File: src/hw/rtl/ecf_pkg.sv
// Package for the Euler circuit finder: widths, depths, action codes and the
// microcode table that sequences the walk. No dependencies.
`timescale 1ns / 1ps

package ecf_pkg;

	localparam int VTX_W = 3;
	localparam int MAX_VERTICES_DEF = 8;
	localparam int STACK_DEPTH_DEF = 64;
	localparam int ORD_DEPTH = 64;
	localparam int ORD_AW = 6;
	localparam int CNT_W = 7;

	localparam logic ACT_ADD = 1'b0;
	localparam logic ACT_RUN = 1'b1;

	typedef enum logic [2:0] {
		ST_IDLE,
		ST_INIT,
		ST_EXAM,
		ST_LOAD,
		ST_EREQ,
		ST_EOUT,
		ST_ENEXT
	} step_t;

	typedef enum logic [2:0] {
		C_ALWAYS,
		C_RUN,
		C_POP,
		C_SP_ZERO,
		C_OUT_FREE,
		C_CNT_ONE
	} cond_t;

	typedef struct packed {
		logic  take_in;
		logic  init;
		logic  exam;
		logic  load;
		logic  ord_rd;
		logic  clear;
		logic  emit;
		logic  dec;
		cond_t cond;
		step_t jump;
		step_t next;
	} ctrl_t;

	// One control word per step: actions, then the jump taken when the
	// condition holds and the step that follows otherwise.
	function automatic ctrl_t ucode(step_t s);
		ctrl_t w;
		w = '{take_in: 1'b0, init: 1'b0, exam: 1'b0, load: 1'b0, ord_rd: 1'b0,
			clear: 1'b0, emit: 1'b0, dec: 1'b0, cond: C_ALWAYS, jump: ST_IDLE,
			next: ST_IDLE};
		case (s)
			ST_IDLE: begin
				w.take_in = 1'b1;
				w.cond = C_RUN;
				w.jump = ST_INIT;
				w.next = ST_IDLE;
			end
			ST_INIT: begin
				w.init = 1'b1;
				w.cond = C_ALWAYS;
				w.jump = ST_EXAM;
				w.next = ST_EXAM;
			end
			ST_EXAM: begin
				w.exam = 1'b1;
				w.cond = C_POP;
				w.jump = ST_LOAD;
				w.next = ST_EXAM;
			end
			ST_LOAD: begin
				w.load = 1'b1;
				w.cond = C_SP_ZERO;
				w.jump = ST_EREQ;
				w.next = ST_EXAM;
			end
			ST_EREQ: begin
				w.ord_rd = 1'b1;
				w.clear = 1'b1;
				w.cond = C_ALWAYS;
				w.jump = ST_EOUT;
				w.next = ST_EOUT;
			end
			ST_EOUT: begin
				w.emit = 1'b1;
				w.cond = C_OUT_FREE;
				w.jump = ST_ENEXT;
				w.next = ST_EOUT;
			end
			ST_ENEXT: begin
				w.dec = 1'b1;
				w.cond = C_CNT_ONE;
				w.jump = ST_IDLE;
				w.next = ST_EREQ;
			end
			default: begin
				w.take_in = 1'b0;
			end
		endcase
		return w;
	endfunction

endpackage

File: src/hw/rtl/ecf_ram.sv
// Generic single-write, single-read RAM with a registered read port.
// Depends on nothing.
`timescale 1ns / 1ps

module ecf_ram #(
	parameter int WIDTH = 3,
	parameter int DEPTH = 64
) (
	input  logic                     clk,
	input  logic                     we,
	input  logic [$clog2(DEPTH)-1:0] waddr,
	input  logic [WIDTH-1:0]         wdata,
	input  logic                     re,
	input  logic [$clog2(DEPTH)-1:0] raddr,
	output logic [WIDTH-1:0]         rdata
);

	logic [WIDTH-1:0] mem_q [DEPTH];
	logic [WIDTH-1:0] rdata_q;

	always_ff @(posedge clk) begin
		if (we) begin
			mem_q[waddr] <= wdata;
		end
		if (re) begin
			rdata_q <= mem_q[raddr];
		end
	end

	assign rdata = rdata_q;

endmodule

File: src/hw/rtl/euler_circuit_finder_core.sv
// Top level of the Euler circuit finder: adjacency matrix, walk stack, order
// store and the microcoded step sequencer. Depends on ecf_pkg and ecf_ram.
`timescale 1ns / 1ps

// An add item loads one undirected edge. A run item walks the graph from
// start_vertex, erasing each edge it uses, and then returns the circuit one
// vertex per item with last set on the final one; the matrix is empty
// afterwards. Each edge reached by the walk is pushed in the examine step;
// each vertex popped passes the examine and load steps because the walk
// stack RAM has a registered read; each vertex emitted passes the request,
// output and next steps to read the order store and hand over the item, and
// an output stall holds the output step. No new input item is accepted until
// the last vertex of a run sits in the output register.
module euler_circuit_finder_core #(
	parameter int MAX_VERTICES = ecf_pkg::MAX_VERTICES_DEF,
	parameter int STACK_DEPTH = ecf_pkg::STACK_DEPTH_DEF
) (
	input  logic                     clk,
	input  logic                     arst_n,
	input  logic                     cfg_valid,
	output logic                     cfg_ready,
	input  logic [ecf_pkg::VTX_W-1:0] start_vertex,
	input  logic                     in_valid,
	output logic                     in_stall,
	input  logic                     action,
	input  logic [ecf_pkg::VTX_W-1:0] vertex_a,
	input  logic [ecf_pkg::VTX_W-1:0] vertex_b,
	output logic                     out_valid,
	input  logic                     out_stall,
	output logic [ecf_pkg::VTX_W-1:0] vertex,
	output logic                     last
);

	localparam int SP_W = $clog2(STACK_DEPTH + 1);
	localparam int SA_W = $clog2(STACK_DEPTH);
	localparam int VW = ecf_pkg::VTX_W;

	ecf_pkg::step_t step_q;
	ecf_pkg::step_t step_d;
	ecf_pkg::ctrl_t cw;
	logic           cond_true;

	logic [MAX_VERTICES-1:0] adj_q [MAX_VERTICES];
	logic [MAX_VERTICES-1:0] adj_d [MAX_VERTICES];
	logic [VW-1:0]           start_q;
	logic [VW-1:0]           top_q;
	logic [SP_W-1:0]         sp_q;
	logic [ecf_pkg::CNT_W-1:0] cnt_q;
	logic                    out_valid_q;
	logic [VW-1:0]           out_vertex_q;
	logic                    out_last_q;

	logic [MAX_VERTICES-1:0] row_sel;
	logic [VW-1:0]           nb;
	logic                    pop;
	logic                    push;
	logic                    in_acc;
	logic                    add_ok;
	logic                    out_free;
	logic                    emit_now;
	logic                    adj_any;
	logic [SP_W-1:0]         sp_m2;
	logic [ecf_pkg::CNT_W-1:0] cnt_m1;

	logic                    stk_we;
	logic [SA_W-1:0]         stk_waddr;
	logic [VW-1:0]           stk_wdata;
	logic                    stk_re;
	logic [VW-1:0]           stk_rdata;
	logic                    ord_we;
	logic [VW-1:0]           ord_rdata;

	assign cfg_ready = 1'b1;

	always_comb begin
		cw = ecf_pkg::ucode(step_q);
	end

	assign in_stall = ~cw.take_in;
	assign in_acc = in_valid & ~in_stall;
	assign out_free = ~out_valid_q | ~out_stall;
	assign emit_now = cw.emit & out_free;

	always_comb begin
		row_sel = '0;
		for (int r = 0; r < MAX_VERTICES; r++) begin
			if (VW'(r) == top_q) begin
				row_sel = adj_q[r];
			end
		end
	end

	always_comb begin
		nb = '0;
		for (int c = MAX_VERTICES - 1; c >= 0; c--) begin
			if (row_sel[c]) begin
				nb = VW'(c);
			end
		end
	end

	assign pop = (row_sel == '0) || (sp_q >= SP_W'(STACK_DEPTH));
	assign push = cw.exam & ~pop;
	assign sp_m2 = sp_q - SP_W'(2);
	assign cnt_m1 = cnt_q - ecf_pkg::CNT_W'(1);
	assign add_ok = in_acc && (action == ecf_pkg::ACT_ADD)
		&& ({1'b0, vertex_a} < (VW + 1)'(MAX_VERTICES))
		&& ({1'b0, vertex_b} < (VW + 1)'(MAX_VERTICES));

	always_comb begin
		case (cw.cond)
			ecf_pkg::C_ALWAYS:   cond_true = 1'b1;
			ecf_pkg::C_RUN:      cond_true = in_acc && (action == ecf_pkg::ACT_RUN);
			ecf_pkg::C_POP:      cond_true = pop;
			ecf_pkg::C_SP_ZERO:  cond_true = (sp_q == '0);
			ecf_pkg::C_OUT_FREE: cond_true = out_free;
			ecf_pkg::C_CNT_ONE:  cond_true = (cnt_q == ecf_pkg::CNT_W'(1));
			default:             cond_true = 1'b0;
		endcase
	end

	always_comb begin
		step_d = cond_true ? cw.jump : cw.next;
	end

	always_ff @(posedge clk or negedge arst_n) begin
		if (!arst_n) begin
			step_q <= ecf_pkg::ST_IDLE;
		end else begin
			step_q <= step_d;
		end
	end

	always_comb begin
		for (int r = 0; r < MAX_VERTICES; r++) begin
			adj_d[r] = adj_q[r];
			for (int c = 0; c < MAX_VERTICES; c++) begin
				if (add_ok && (((VW'(r) == vertex_a) && (VW'(c) == vertex_b))
					|| ((VW'(r) == vertex_b) && (VW'(c) == vertex_a)))) begin
					adj_d[r][c] = 1'b1;
				end
				if (push && (((VW'(r) == top_q) && (VW'(c) == nb))
					|| ((VW'(r) == nb) && (VW'(c) == top_q)))) begin
					adj_d[r][c] = 1'b0;
				end
			end
			if (cw.clear) begin
				adj_d[r] = '0;
			end
		end
	end

	always_comb begin
		adj_any = 1'b0;
		for (int r = 0; r < MAX_VERTICES; r++) begin
			adj_any = adj_any | (|adj_q[r]);
		end
	end

	always_ff @(posedge clk or negedge arst_n) begin
		if (!arst_n) begin
			for (int r = 0; r < MAX_VERTICES; r++) begin
				adj_q[r] <= '0;
			end
			start_q <= '0;
			sp_q <= '0;
			cnt_q <= '0;
			out_valid_q <= 1'b0;
		end else begin
			for (int r = 0; r < MAX_VERTICES; r++) begin
				adj_q[r] <= adj_d[r];
			end
			if (cfg_valid && cfg_ready) begin
				start_q <= start_vertex;
			end
			if (cw.init) begin
				sp_q <= SP_W'(1);
				cnt_q <= '0;
			end else if (cw.exam) begin
				if (pop) begin
					sp_q <= sp_q - SP_W'(1);
					if (cnt_q < ecf_pkg::CNT_W'(ecf_pkg::ORD_DEPTH)) begin
						cnt_q <= cnt_q + ecf_pkg::CNT_W'(1);
					end
				end else begin
					sp_q <= sp_q + SP_W'(1);
				end
			end else if (cw.dec) begin
				cnt_q <= cnt_m1;
			end
			if (emit_now) begin
				out_valid_q <= 1'b1;
			end else if (!out_stall) begin
				out_valid_q <= 1'b0;
			end
		end
	end

	always_ff @(posedge clk) begin
		if (cw.init) begin
			top_q <= start_q;
		end else if (push) begin
			top_q <= nb;
		end else if (cw.load) begin
			top_q <= stk_rdata;
		end
		if (emit_now) begin
			out_vertex_q <= ord_rdata;
			out_last_q <= (cnt_q == ecf_pkg::CNT_W'(1));
		end
	end

	assign stk_we = cw.init | push;
	assign stk_waddr = cw.init ? '0 : sp_q[SA_W-1:0];
	assign stk_wdata = cw.init ? start_q : nb;
	assign stk_re = cw.exam & pop & (sp_q > SP_W'(1));
	assign ord_we = cw.exam & pop & (cnt_q < ecf_pkg::CNT_W'(ecf_pkg::ORD_DEPTH));

	ecf_ram #(
		.WIDTH(VW),
		.DEPTH(STACK_DEPTH)
	) u_stack (
		.clk  (clk),
		.we   (stk_we),
		.waddr(stk_waddr),
		.wdata(stk_wdata),
		.re   (stk_re),
		.raddr(sp_m2[SA_W-1:0]),
		.rdata(stk_rdata)
	);

	ecf_ram #(
		.WIDTH(VW),
		.DEPTH(ecf_pkg::ORD_DEPTH)
	) u_order (
		.clk  (clk),
		.we   (ord_we),
		.waddr(cnt_q[ecf_pkg::ORD_AW-1:0]),
		.wdata(top_q),
		.re   (cw.ord_rd),
		.raddr(cnt_m1[ecf_pkg::ORD_AW-1:0]),
		.rdata(ord_rdata)
	);

	assign out_valid = out_valid_q;
	assign vertex = out_vertex_q;
	assign last = out_last_q;

`ifndef SYNTHESIS
	a_sp_bound: assert property (@(posedge clk) disable iff (!arst_n)
		sp_q <= SP_W'(STACK_DEPTH))
		else $error("walk stack pointer beyond stack depth");

	a_run_starts: assert property (@(posedge clk) disable iff (!arst_n)
		(in_valid && !in_stall && action == ecf_pkg::ACT_RUN) |=> step_q == ecf_pkg::ST_INIT)
		else $error("run item did not start the walk");

	a_emit_step: assert property (@(posedge clk) disable iff (!arst_n)
		$rose(out_valid_q) |-> $past(step_q) == ecf_pkg::ST_EOUT)
		else $error("result item raised outside the emit step");

	a_matrix_empty: assert property (@(posedge clk) disable iff (!arst_n)
		step_q == ecf_pkg::ST_EREQ |=> !adj_any)
		else $error("adjacency matrix not empty after the walk");
`endif

endmodule
File: config.mk
export PLATFORM = sky130hd
export DESIGN_NAME = euler_circuit_finder_core
export DESIGN_NICKNAME = d
export VERILOG_FILES = /design/src/hw/rtl/ecf_pkg.sv /design/src/hw/rtl/ecf_ram.sv /design/src/hw/rtl/euler_circuit_finder_core.sv
export SDC_FILE = /design/constraint.sdc
export NUM_CORES = 1
export LEC_CHECK = 0
export ABC_AREA = 1
export BUFFER_PORTS_ARGS = -buffer_cell sky130_fd_sc_hd__buf_2
export CAP_MARGIN = 0
export CORE_MARGIN = 2
export CORE_UTILIZATION = 55
export CTS_BUF_LIST = sky130_fd_sc_hd__clkbuf_4 sky130_fd_sc_hd__clkbuf_8 sky130_fd_sc_hd__clkbuf_16
export DETAILED_ROUTE_END_ITERATION = 8
export GPL_ROUTABILITY_DRIVEN = 1
export PLACE_DENSITY = 0.71
export REMOVE_ABC_BUFFERS = 1
export SLEW_MARGIN = 15
export SYNTH_ARGS = -nofsm -noshare
export SYNTH_HDL_FRONTEND = slang
export SYNTH_HIERARCHICAL = 1
export SYNTH_SLANG_ARGS = --single-unit
File: constraint.sdc
create_clock -name clk -period 6.7 [get_ports clk]
set_input_delay 0.67 -clock clk [delete_from_list [all_inputs] [get_ports clk]]
set_output_delay 0.67 -clock clk [all_outputs]
set_load 0.03 [all_outputs]
**After elaboration in Yosys (flattened, before gate mapping)**

Memory sizes are Yosys's and may differ from the RTL's. A register that Yosys moved wholly into a read port is not among the register bits.
Index checks and enable logic that the tools add are counted.

- Memories kept: 2
- Word-level logic and storage cells: 570
- Register bits after elaboration: 92
- Output and inout port bits: 7
- Bits in writable memories: 384
- Input bits: 15

- Muxes and demuxes: 125
- Add/subtract/negate cells: 5
- Eq/ne operators: 43
- Reductions and logical operators: 307
- Bitwise gates (word level): 13
- Order comparisons: 3

Memory list:

| name | depth | bits a word | read ports | clocked after memory_dff | wr ports | line | RTL |
|---|---|---|---|---|---|---|---|
| u_order.mem_q | 64 | 3 | 1 | 1 | 1 | ecf_ram.sv:18 | `logic [WIDTH-1:0] mem_q [DEPTH];` |
| u_stack.mem_q | 64 | 3 | 1 | 1 | 1 | ecf_ram.sv:18 |  |

Operators by type and width:

| cell | count |
|---|---|
| $logic_and 1x1->1 | 202 |
| $mux 8 | 16 |
| $reduce_bool 3->1 | 38 |
| $mux 1 | 84 |
| $pmux 9 s7 | 1 |
| $logic_or 1x1->1 | 57 |
| $mux 7 | 8 |
| $eq 3x3->1 const A | 16 |
| $mux 3 | 13 |
| $eq 2x3->1 const A | 8 |
| $logic_not 3->1 | 6 |
| $eq 3x3->1 const B | 5 |
| $add 7x1->7 const B | 2 |
| $sub 7x1->7 const B | 2 |
| $eq 1x3->1 const A | 4 |
| $eq 3x2->1 const B | 4 |
| $logic_not 8->1 | 1 |
| $eq 7x1->1 const B | 1 |
| $ge 7x7->1 const B | 1 |
| $gt 7x1->1 const B | 1 |
| $logic_not 7->1 | 1 |
| $lt 7x7->1 const B | 1 |
| $and 1x1->1 | 6 |
| $eq 3x1->1 const B | 2 |
| 10 further kinds | 16 |

**Depth between registers and ports, before layout**

- Word-level depth: 23
- Gate-level depth with buffers: 19
- Depth with buffers taken out: 18

**Cells and area by module**

The synthesis kept the hierarchy.

Modules (own cells, without submodules):

| module | area an instance (sq um) | times used | seq. area each (sq um) | cells an instance |
|---|---|---|---|---|
| ecf_ram | 8256.7 | 2 | 5855.6 | 751 |
| euler_circuit_finder_core | 4893.4 | 1 | 1636.6 | 748 |

**Worst setup path after synthesis**

Ideal clock, no wire load.

- Kind: reg-to-reg
- From: reg top_q[0]
- To: mem u_stack.mem_q[0][0] (data pin)
- Path slack: 0.884 ns
- Buffers on the path: 1
- Clock period less this slack: 5.816 ns
- Data required time: 5.998 ns
- Stages on the path, launching flop included: 16
- Data arrival time: 5.114 ns
- Library setup time: 0.702 ns
- Cells stage by stage: edfxtp_1 -> buf_4 -> nor2_2 -> nand2_1 -> inv_2 -> nand2_1 -> nand3_1 -> nor2_1 -> nand4_1 -> nor2_1 -> nand2_1 -> nand2_1 -> nand2_1 -> nand2_2 -> nand2_1 -> o21ai_0

- Longest elaborated chain between the ends: 18
- Elaborated cells on any way between the ends: 25
- Those cells by class: 7 x eq/ne; 17 x mux; 1 x reduce/logical

RTL lines:

| what | line | RTL |
|---|---|---|
| start: declaration | euler_circuit_finder_core.sv:46 | `logic [VW-1:0] top_q;` |
| start signal: assignment | euler_circuit_finder_core.sv:201 | `top_q <= start_q;` |
| start signal: assignment | euler_circuit_finder_core.sv:203 | `top_q <= nb;` |
| start signal: assignment | euler_circuit_finder_core.sv:205 | `top_q <= stk_rdata;` |
| $logic_not 3->1 | euler_circuit_finder_core.sv:87 | `if (VW'(r) == top_q) begin` |
| $mux 8 (7 in series) | euler_circuit_finder_core.sv:87 |  |
| $mux 8 (*) | euler_circuit_finder_core.sv:87 |  |
| $mux 3 (7 in series) | euler_circuit_finder_core.sv:96 | `if (row_sel[c]) begin` |
| $mux 3 (*) | euler_circuit_finder_core.sv:96 |  |
| $mux 3 (*) | euler_circuit_finder_core.sv:215 | `assign stk_wdata = cw.init ? start_q : nb;` |
| net stk_wdata[0] | euler_circuit_finder_core.sv:67 | `logic [VW-1:0] stk_wdata;` |
| end: declaration | ecf_ram.sv:18 |  |

The timed path passes the listed nets; every way through them passes the cells marked *.

**Worst setup path after layout**

- From: reg top_q[1]
- To: mem u_order.mem_q[39][0], enable pin

- Longest elaborated chain between the ends: 15
- Elaborated cells on any way between the ends: 22
- Those cells by class: 7 x eq/ne; 10 x mux; 2 x bitwise; 3 x reduce/logical

RTL lines:

| what | line | RTL |
|---|---|---|
| $logic_not 3->1 | euler_circuit_finder_core.sv:87 |  |
| $mux 8 (7 in series) | euler_circuit_finder_core.sv:87 |  |
| $mux 8 (*) | euler_circuit_finder_core.sv:87 |  |
| $logic_not 8->1 (*) | euler_circuit_finder_core.sv:102 | `assign pop = (row_sel == '0) \|\| (sp_q >= SP_W'(STACK_DEPTH));` |
| $logic_or 1x1->1 (*) | euler_circuit_finder_core.sv:102 |  |
| $and 1x1->1 (*) (2 in series) | euler_circuit_finder_core.sv:217 | `assign ord_we = cw.exam & pop & (cnt_q < ecf_pkg::CNT_W'(ecf_pkg::ORD_DEPTH));` |
| net ord_we | euler_circuit_finder_core.sv:70 | `logic ord_we;` |
| $mux 1 (*) | ecf_ram.sv:22 | `if (we) begin` |
| $mux 1 (implied by the code) (*) | ecf_ram.sv:23 | `mem_q[waddr] <= wdata;` |
| end: declaration | ecf_ram.sv:18 |  |

Marked as above.

==> flow_summary.ini <==
[critical_path]
cp-start-kind = flop
reg2reg_to = u_order/mem_q[39][0]
reg2reg_from = top_q[1]
r2r_slack_ns = 1.92
critPathMaxFanout = 77
reg2reg_depth = 15
worstSetupPathType = flop to flop
cp.arrival_ns = 5.03
crit_path_end_kind = flop
cp.required_ns = 6.94

[global_routing]
grt_max_degree = 97
track_usage_pct = 25.7
antenna_found_initial = 0
grt_pass1_wl_mm = 82.1
grt_pass1_vias = 15100
overflow = 0

[place]
post_dp_cell_area_sq_um = 21700
dp_hpwl_mm = 33.1
portBuffers = 20
place_inst = 2703
gp_congestion = 0.950

[yosys]
synthCells = 2250
ys_top_cells_by_area = edfxtp_1 (56%), nand2_1 (12%), nand3_1 (8.6%)
async_reset_ff_share_pct = 12.6
netlist_area_sq_um = 21400
yosys.cell_types.count = 39
synth_seq_cells = 454
synth-main-ff-cell = edfxtp_1
synth_top_area_share_pct = 55.7
synth_warnings = 6
synth_edf_count = 397
ys_seq_area_share_pct = 62.4
yosys.area.top_type = edfxtp_1
synth_area_per_cell_sq_um = 9.51

[floorplanning]
initial_utilization_pct = 55.5
rows = 72
die_width_um = 201
die_y_um = 201
die_area_sq_um = 40500
core_sq_um = 38600
ios = 22

[timing]
hold_viol = 0
slew_violations = 0
slew_headroom_pct = 28.0
finalCriticalPeriod_ns = 4.78
worst_pin_slew_ns = 1.08
fin_skew_ns = 0.0289
clock.fmax_ghz = 0.209
timing.final.crit_share_pct = 71.4
setup_viol_count_final = 0
finalSetupTns_ns = 0
rsz0062_at_grt = false

[final_layout]
final_cells = 2784
finalNetCount = 2257
finish.instance_area_sq_um = 23200
layout-drive-gt1-share_pct = 6.27
num_antenna_cells = 0
nFillCells = 3279
multi_input_comb_area_sq_um = 6940
seq_area_sq_um = 13300
areaGrowthSynthToFinish_pct = 8.28

[hold_path]
hold_class = primary input to async pin

[status]
status = finished, violations left
violations = DRC

[clocking]
htreeDepth = 2
clockBufferDepth = 3
cts_sinks = 454
clk_pin_slew_ns = 0.06
cts_resized = 0
cts_buffers = 46
cts_tree = done
insertion_delay_ns = 0.59
post-cts-setup-buffers = 0
cts_root_buf = clkbuf_16
ctsHoldBuffers = 0

[drt]
drtAntennaViolNets = 0
num_vias = 16200
via_per_inst = 5.82
first_iter_violations = 1892
drt-total-wl_mm = 52.2
first_pass_iters = 9
drc = 1
post_drt_wl_per_cell_um = 18.8

[pwr]
power_density_nw_per_um2 = 475
cellLeakagePower_nw = 8.70
vdd_drop_max_v = 0.000291

[run]
cap_violations = 0
report_power, final:
part           internal, W  switching [W]
Sequential         0.00375       0.000171
Combinational      0.00112        0.00351
Clock              0.00140        0.00104
layout by cell type, fill, tap and decap left out, drive strengths merged:
| master | Yosys | routed |
|---|---|---|
| clkinv | 2 | 22 |
| o21ai | 36 | 36 |
| ha | 9 | 9 |
| nand2 | 672 | 672 |
| edfxtp | 397 | 397 |
| a31oi | 4 | 4 |
| inv | 153 | 155 |
| o31ai | 1 | 1 |
| conb | 1 | 1 |
| o221ai | 3 | 3 |
| dfrtp | 57 | 57 |
| o22ai | 30 | 30 |
| nand3 | 369 | 369 |
| xnor2 | 5 | 5 |
| nand4 | 43 | 43 |
| mux2 | 1 | 1 |
| xor2 | 13 | 13 |
| nor2 | 259 | 259 |
| bufinv | 0 | 3 |
| a21oi | 35 | 35 |
| o2111ai | 1 | 1 |
| clkinvlp | 0 | 3 |
| buf | 77 | 35 |
| o211ai | 1 | 1 |
| a22oi | 1 | 1 |
| o21bai | 4 | 4 |
| clkbuf | 23 | 53 |
| nor3 | 52 | 52 |
| and2 | 1 | 1 |
synth_stat cells, drive strengths merged (9+ instances only):
master,n
dfrtp,57
xor2,13
o22ai,30
nand3,369
buf,77
inv,153
nor2,259
edfxtp,397
ha,9
nand2,672
nor3,52
nand4,43
clkbuf,23
a21oi,35
o21ai,36
metrics by stage:
stage	util (%)	setup slack, ns	hold slack, ns	total power [W]
after global routing	60.1	1.51	0.303	0.0117
after CTS	60.1	1.96	0.252	0.0110
after global placement	56.4	2.09	0.409	0.00845
after floorplan	-	0.582	0.374	0.00699
final	60.1	1.92	0.219	0.0110
after detailed placement	56.4	2.02	0.409	0.00854
routing by layer:
metal	wire (um)	share of wire, %	global-route usage, %
met1	21800	42	36.3
met2	23900	46	40.3
met3	4550	8.7	4.21
met4	1920	3.7	10.3
met5	0	0	0
logic make-up after synthesis:
kind of cell	Yosys count	synth area share [%]
mux	1	0.0526
other cells	1	0.0175
buf+inv	255	5.40
compound gates	116	3.08
simple gates	1396	27.8
flops	454	62.4
xor+xnor	18	0.736
fa+ha+maj	9	0.526
worst max path at each step:
stage,start,to,slack (ns),depth (start not counted)
2_1_floorplan,top_q[1],u_stack/mem_q[0][0],0.58,12
3_3_place_gp,top_q[1],u_order/mem_q[44][0],2.09,15
3_5_place_dp,top_q[1],u_order/mem_q[41][1],2.02,15
4_1_cts,top_q[1],u_order/mem_q[41][2],1.96,15
5_1_grt,top_q[1],u_order/mem_q[33][2],1.51,17
6_report,top_q[1],u_order/mem_q[39][0],1.92,15
sequential cells by signal, summed over array words and instances (netlist names), 7 cells and up:
register / count
u_order/mem_q: 192
sp_q: 7
u_stack/mem_q: 192
cnt_q: 7
adj_q: 36
critical path, stage by stage (launching register included):
cell and delay (ns):
edfxtp_1 0.32, buf_4 0.60, inv_1 0.31, nand4_1 0.17
nand3_1 0.08, nor2_1 0.10, nand4_1 0.09, nor2_1 0.16
nand2_1 0.10, nor2_1 0.21, nand2_1 0.15, nand2_1 0.17
nand2_1 0.19, nor2_1 0.81, nand3_1 0.53, nor2_1 0.39
area by class of cell:
cell class	count	share of cell area, %
Sequential cell	454	57.6
Multi-Input combinational cell	1541	29.9
Clock buffer	53	5.19
Tap cell	518	2.80
Inverter	155	2.53
Clock inverter	28	1.02
Timing Repair Buffer	35	0.918
(Power assumes the default switching activity.)
